[src/rtl/core/lru_block_cache_directory_core_defines.svh]
// ---------------------------------------------------------------------------
// LRU block cache directory assertion macros
// Shared concurrent check helpers, clocked on clk, off during arst_n.
// ---------------------------------------------------------------------------
`ifndef LRU_BLOCK_CACHE_DIRECTORY_CORE_DEFINES_SVH
`define LRU_BLOCK_CACHE_DIRECTORY_CORE_DEFINES_SVH
`ifndef NO_ASSERTIONS
`define LBCD_ASSERT_IMPLIES(lbl, a, b) \
	lbl: assert property (@(posedge clk) disable iff (!arst_n) (a) |-> (b)) \
		else $error("same-cycle check failed");
`define LBCD_ASSERT_NEXT(lbl, a, b) \
	lbl: assert property (@(posedge clk) disable iff (!arst_n) (a) |=> (b)) \
		else $error("next-cycle check failed");
`else
`define LBCD_ASSERT_IMPLIES(lbl, a, b)
`define LBCD_ASSERT_NEXT(lbl, a, b)
`endif
`endif

[src/rtl/core/lbcd_pkg.sv]
// ---------------------------------------------------------------------------
// LRU block cache directory package
// Entry layout, codes and controller/datapath interface types.
// ---------------------------------------------------------------------------
package lbcd_pkg;

	localparam int TAG_W   = 63;
	localparam int STAMP_W = 64;
	localparam int SLOT_W  = 6;
	localparam int ACT_W   = 2;

	// recency stamps start mid-range so both ends can grow
	localparam logic [STAMP_W-1:0] STAMP_BASE = {1'b1, {(STAMP_W-1){1'b0}}};

	localparam logic [ACT_W-1:0] ACT_READ  = 2'd0;
	localparam logic [ACT_W-1:0] ACT_WRITE = 2'd1;
	localparam logic [ACT_W-1:0] ACT_NONE  = 2'd2;

	localparam logic OP_READ = 1'b0;

	typedef struct packed {
		logic               valid;
		logic [TAG_W-1:0]   tag;
		logic [STAMP_W-1:0] stamp;
	} entry_t;

	typedef struct packed {
		logic clr_we;   // clearing pass write
		logic load_in;  // capture input beat
		logic rd_en;    // scan read
		logic commit;   // update entry and load result
	} cmd_t;

	typedef struct packed {
		logic out_free;
	} status_t;

endpackage

[src/rtl/core/lbcd_ctrl.sv]
// ---------------------------------------------------------------------------
// LRU block cache directory controller
// Sequences the clearing pass, the directory scan and the commit.
// ---------------------------------------------------------------------------
module lbcd_ctrl #(
	parameter int NUM_SLOTS = 64,
	parameter int AW = 6
) (
	input  logic               clk,
	input  logic               arst_n,
	input  logic               in_valid,
	output logic               in_stall,
	input  lbcd_pkg::status_t  status,
	output lbcd_pkg::cmd_t     cmd,
	output logic [AW-1:0]      addr
);
	import lbcd_pkg::*;

	typedef enum logic [2:0] {S_CLEAR, S_IDLE, S_SCAN, S_LAST, S_COMMIT} state_t;

	localparam logic [AW-1:0] LAST_IDX = AW'(NUM_SLOTS - 1);

	state_t        state_q;
	logic [AW-1:0] cnt_q;

	always_ff @(posedge clk or negedge arst_n) begin
		if (!arst_n) begin
			state_q <= S_CLEAR;
			cnt_q   <= '0;
		end else begin
			unique case (state_q)
				S_CLEAR: begin
					cnt_q <= cnt_q + 1'b1;
					if (cnt_q == LAST_IDX) state_q <= S_IDLE;
				end
				S_IDLE: begin
					cnt_q <= '0;
					if (in_valid) state_q <= S_SCAN;
				end
				S_SCAN: begin
					cnt_q <= cnt_q + 1'b1;
					if (cnt_q == LAST_IDX) state_q <= S_LAST;
				end
				S_LAST: state_q <= S_COMMIT;
				S_COMMIT: begin
					if (status.out_free) state_q <= S_IDLE;
				end
				default: state_q <= S_CLEAR;
			endcase
		end
	end

	always_comb begin
		in_stall    = (state_q != S_IDLE);
		cmd.clr_we  = (state_q == S_CLEAR);
		cmd.load_in = (state_q == S_IDLE) && in_valid;
		cmd.rd_en   = (state_q == S_SCAN);
		cmd.commit  = (state_q == S_COMMIT) && status.out_free;
		addr        = cnt_q;
	end

endmodule

[config.mk]
export PLATFORM = sky130hd
export DESIGN_NAME = lbcd_ctrl
export DESIGN_NICKNAME = d
export VERILOG_FILES = /design/src/rtl/core/lru_block_cache_directory_core_defines.svh /design/src/rtl/core/lbcd_pkg.sv /design/src/rtl/core/lbcd_ctrl.sv
export SDC_FILE = /design/constraint.sdc
export NUM_CORES = 1
export LEC_CHECK = 0
export BUFFER_PORTS_ARGS = -buffer_cell sky130_fd_sc_hd__buf_4
export CORE_AREA = 2 2 39 41
export CTS_CLUSTER_SIZE = 28
export DETAILED_ROUTE_END_ITERATION = 8
export DIE_AREA = 0 0 41 43
export PLACE_DENSITY = 0.65
export SLEW_MARGIN = 40
export SYNTH_ARGS = -nofsm -noshare
export SYNTH_HDL_FRONTEND = slang
export SYNTH_SLANG_ARGS = --single-unit
[constraint.sdc]
create_clock -name clk -period 3.2 [get_ports clk]
set_input_delay 0.8 -clock clk [delete_from_list [all_inputs] [get_ports clk]]
set_output_delay 0.8 -clock clk [all_outputs]
set_load 0.05 [all_outputs]
==> flow_metrics.py <==
metrics = {
    "setup_path": {
        "path_max_fanout": 15,
        "timing.critical_path.required_ps": 2400,
        "worst_setup_path_start_kind": "flip-flop",
        "cp.arrival_ps": 1600,
        "setup.worst_path.class": "flip-flop to output pin",
        "crit_path_end_kind": "output pin",
    },
    "sta": {
        "rsz0062_at_grt": "no",
        "timing_worst_slew_pin_value_ps": 433.6,
        "setup_total_neg_slack_ps": 0,
        "report.final.slew_viol_count": 0,
        "final.setup_skew_ps": 1.374,
        "timing.final.crit_share": 0.7505,
        "final.min_clock_period_ps": 2402,
        "setup_viol": 0,
        "maxClockFrequency_mhz": 416.4,
        "timing.final.hold_violations": 0,
        "layout_setup_ws_ps": 798.5,
        "timing.slew.headroom": 0.7110,
    },
    "global_routing": {
        "vias_in_the_first_global_route": 364,
        "number_of_antenna_violations_at_the_first_check_in_global_routing": 0,
        "grt.total_usage": 0.1354,
        "grt_max_degree": 16,
        "grt_overflow": 0,
        "grt_pass1_wl_microns": 1518,
    },
    "clock_tree": {
        "cts_htree_levels": 1,
        "postCtsSetupRepairBufs": 0,
        "clock_insertion_delay_worst_skew_ps": 270,
        "cts_inserted_buffers": 3,
        "ctsRootBufferMaster": "sky130_fd_sc_hd__clkbuf_4",
        "clkTransAtPathRegs_ps": 60,
        "cts_hold_buffers": 0,
        "cts_tree": "built",
        "numClockSinks": 9,
        "post_cts_resized": 0,
        "cts_buffer_depth": 2,
    },
    "synthesis": {
        "synth_area_sq_um": 485.5,
        "mux_contribution_to_synthesized_area": 0.1057,
        "yosysSeqAreaShare": 0.4639,
        "yosysUniqueCellTypes": 21,
        "synth_compound_area_frac": 0.1160,
        "synth-simple-area-share": 0.2474,
        "synth.ff_latch_count": 9,
        "synth_nets": 56,
        "synth_area_per_cell_sq_um": 9.519,
        "combinational_family_with_the_most_area_after_synthesis": "simple AND/OR/NAND/NOR gates",
        "synthAdderAreaFrac": 0.02577,
        "synth_xor_area_frac": 0,
        "ys_warn_count": 0,
        "syn-instance-count": 51,
    },
    "detailed_routing": {
        "drt-total-wl_microns": 1015,
        "drt_pass1_iterations": 4,
        "initialDrtViolationCount": 10,
        "final_antenna_net_count": 0,
        "routed_via_density": 5.120,
        "count_of_vias_placed_by_the_detailed_router": 425,
        "drcViolationCount": 0,
        "drt-wirelength-per-cell_microns": 12.23,
    },
    "floorplanning": {
        "die_outline_area_sq_um": 1763,
        "io-pin-count": 15,
        "die_width_microns": 41,
        "core_region_area_sq_um": 1384,
        "height_of_the_die_microns": 43,
        "placement_rows": 14,
        "initial_core_utilization": 0.3508,
    },
    "cells_and_area": {
        "fin_nets": 73,
        "syn2layout_area_growth_pct": 28.61,
        "antenna-diode-count": 0,
        "layout.cells.non_filler": 83,
        "most-common-layout-cells": "sky130_fd_sc_hd__buf_4 (14), sky130_fd_sc_hd__dfrtp_1 (9), sky130_fd_sc_hd__nand2_1 (6)",
        "most_common_cell_after_layout_fill_and_taps_aside": "sky130_fd_sc_hd__buf_4",
        "drive_gt1_frac": 0.2836,
    },
    "placed_design": {
        "port_buffers": 14,
        "dp_cells": 79,
        "hpwl_microns": 719.1,
        "pre_cts_ws_ps": 1084,
        "gpl.final_weighted_congestion": 0.8046,
    },
    "outcome": {
        "status": "finished clean",
    },
    "power": {
        "cellLeakagePower_nw": 0.3043,
        "switching_share": 0.2172,
        "portion_of_total_power_attributed_to_combinational_logic": 0.026,
        "internal_power_mw": 0.1644,
        "net-switching-power_mw": 0.04562,
        "seq_power_share": 0.541,
        "ir_worst_vdd_mv": 0.1331,
        "pwr-share-clk": 0.432,
        "p_per_area_nw_per_um2": 336.5,
    },
    "run": {
        "count_of_max_cap_constraint_violations": 0,
    },
    "min_path": {
        "hp-class": "input port to async pin",
    },
}
sequential cells by signal (all words and copies together), names as in the netlist:
register and cells:
state_q 3, addr 6
synth_stat cells (all sizes together):
| master | instances | area (sq um) |
|---|---|---|
| inv | 2 | 7.510 |
| or3b | 1 | 8.760 |
| a22o | 1 | 8.760 |
| o21ai | 4 | 20.02 |
| a21o | 1 | 7.510 |
| or4b | 1 | 10.01 |
| mux2 | 1 | 11.26 |
| ha | 1 | 12.51 |
| buf | 2 | 12.51 |
| nand3 | 4 | 20.02 |
| nor3 | 3 | 15.01 |
| dfrtp | 9 | 225.2 |
| o22a | 1 | 8.760 |
| mux2i | 4 | 40.04 |
| nand2b | 2 | 12.51 |
| o22ai | 1 | 6.260 |
| nand2 | 6 | 22.52 |
| a21oi | 1 | 5.000 |
| nor2 | 5 | 18.77 |
| nor4 | 1 | 12.51 |
path summary, 6_finish.rpt:
kind                             from  endpoint  slack, ps  depth (start not counted)
max                        state_q[0]    cmd[2]        800                          3
max in group asynchronous      arst_n   addr[4]       2720                          1
min                            arst_n   addr[2]        340                          1
min in group clk              addr[5]   addr[5]        520                          1
min reg2reg                   addr[5]   addr[5]        520                          1
max reg2reg                state_q[0]   addr[5]       1880                          3
layout make-up:
| cell class | count | area [sq um] |
|---|---|---|
| Fill cell | 139 | 759.5 |
| Multi-Input combinational cell | 38 | 240.2 |
| Timing Repair Buffer | 14 | 105.1 |
| Clock buffer | 4 | 26.28 |
| Tap cell | 16 | 20.02 |
| Inverter | 2 | 7.507 |
| Sequential cell | 9 | 225.2 |
worst max-delay path, cell delays in order (launching register included):
cell and delay (ps):
sky130_fd_sc_hd__dfrtp_1 610, sky130_fd_sc_hd__or3b_1 430, sky130_fd_sc_hd__nor2_1 100, sky130_fd_sc_hd__buf_4 200
power by group through the flow:
| stage | clock (mW) | sequential [mW] | combinational (mW) |
|---|---|---|---|
| 5_1_grt | 0.0974 | 0.114 | 0.00625 |
| 3_5_place_dp | 0 | 0.116 | 0.00572 |
| 6_report | 0.0908 | 0.114 | 0.00550 |
| 3_3_place_gp | 0 | 0.116 | 0.00570 |
| 4_1_cts | 0.0899 | 0.114 | 0.00572 |
| 2_1_floorplan | 0 | 0.116 | 0.000233 |
per-stage QoR:
step,cell area [sq um],hold slack (ps),util,total power [mW]
floorplan,485.5,504.4,-,0.1162
global placement,598.1,519.4,0.4322,0.1216
detailed placement,598.1,517.7,0.4322,0.1216
CTS,624.3,348.1,0.4512,0.2094
global route,624.3,345.9,0.4512,0.2173
finish,624.3,342.5,0.4512,0.2101
logic make-up after synthesis:
kind of cell	Yosys count
buffers and inverters	4
muxes	5
DFF	9
adders and majority gates	1
and+or+nand+nor	23
AOI/OAI and AO/OA	9
routing by layer:
| layer | track usage | up-vias | part of all wire |
|---|---|---|---|
| met3 | 0.03141 | 3 | 0.049 |
| li1 | - | 214 | - |
| met4 | 0.1200 | 0 | 0.014 |
| met2 | 0.1688 | 13 | 0.46 |
| met1 | 0.1852 | 195 | 0.47 |
| met5 | 0 | - | 0 |
Power figures use the tool's default switching activity.
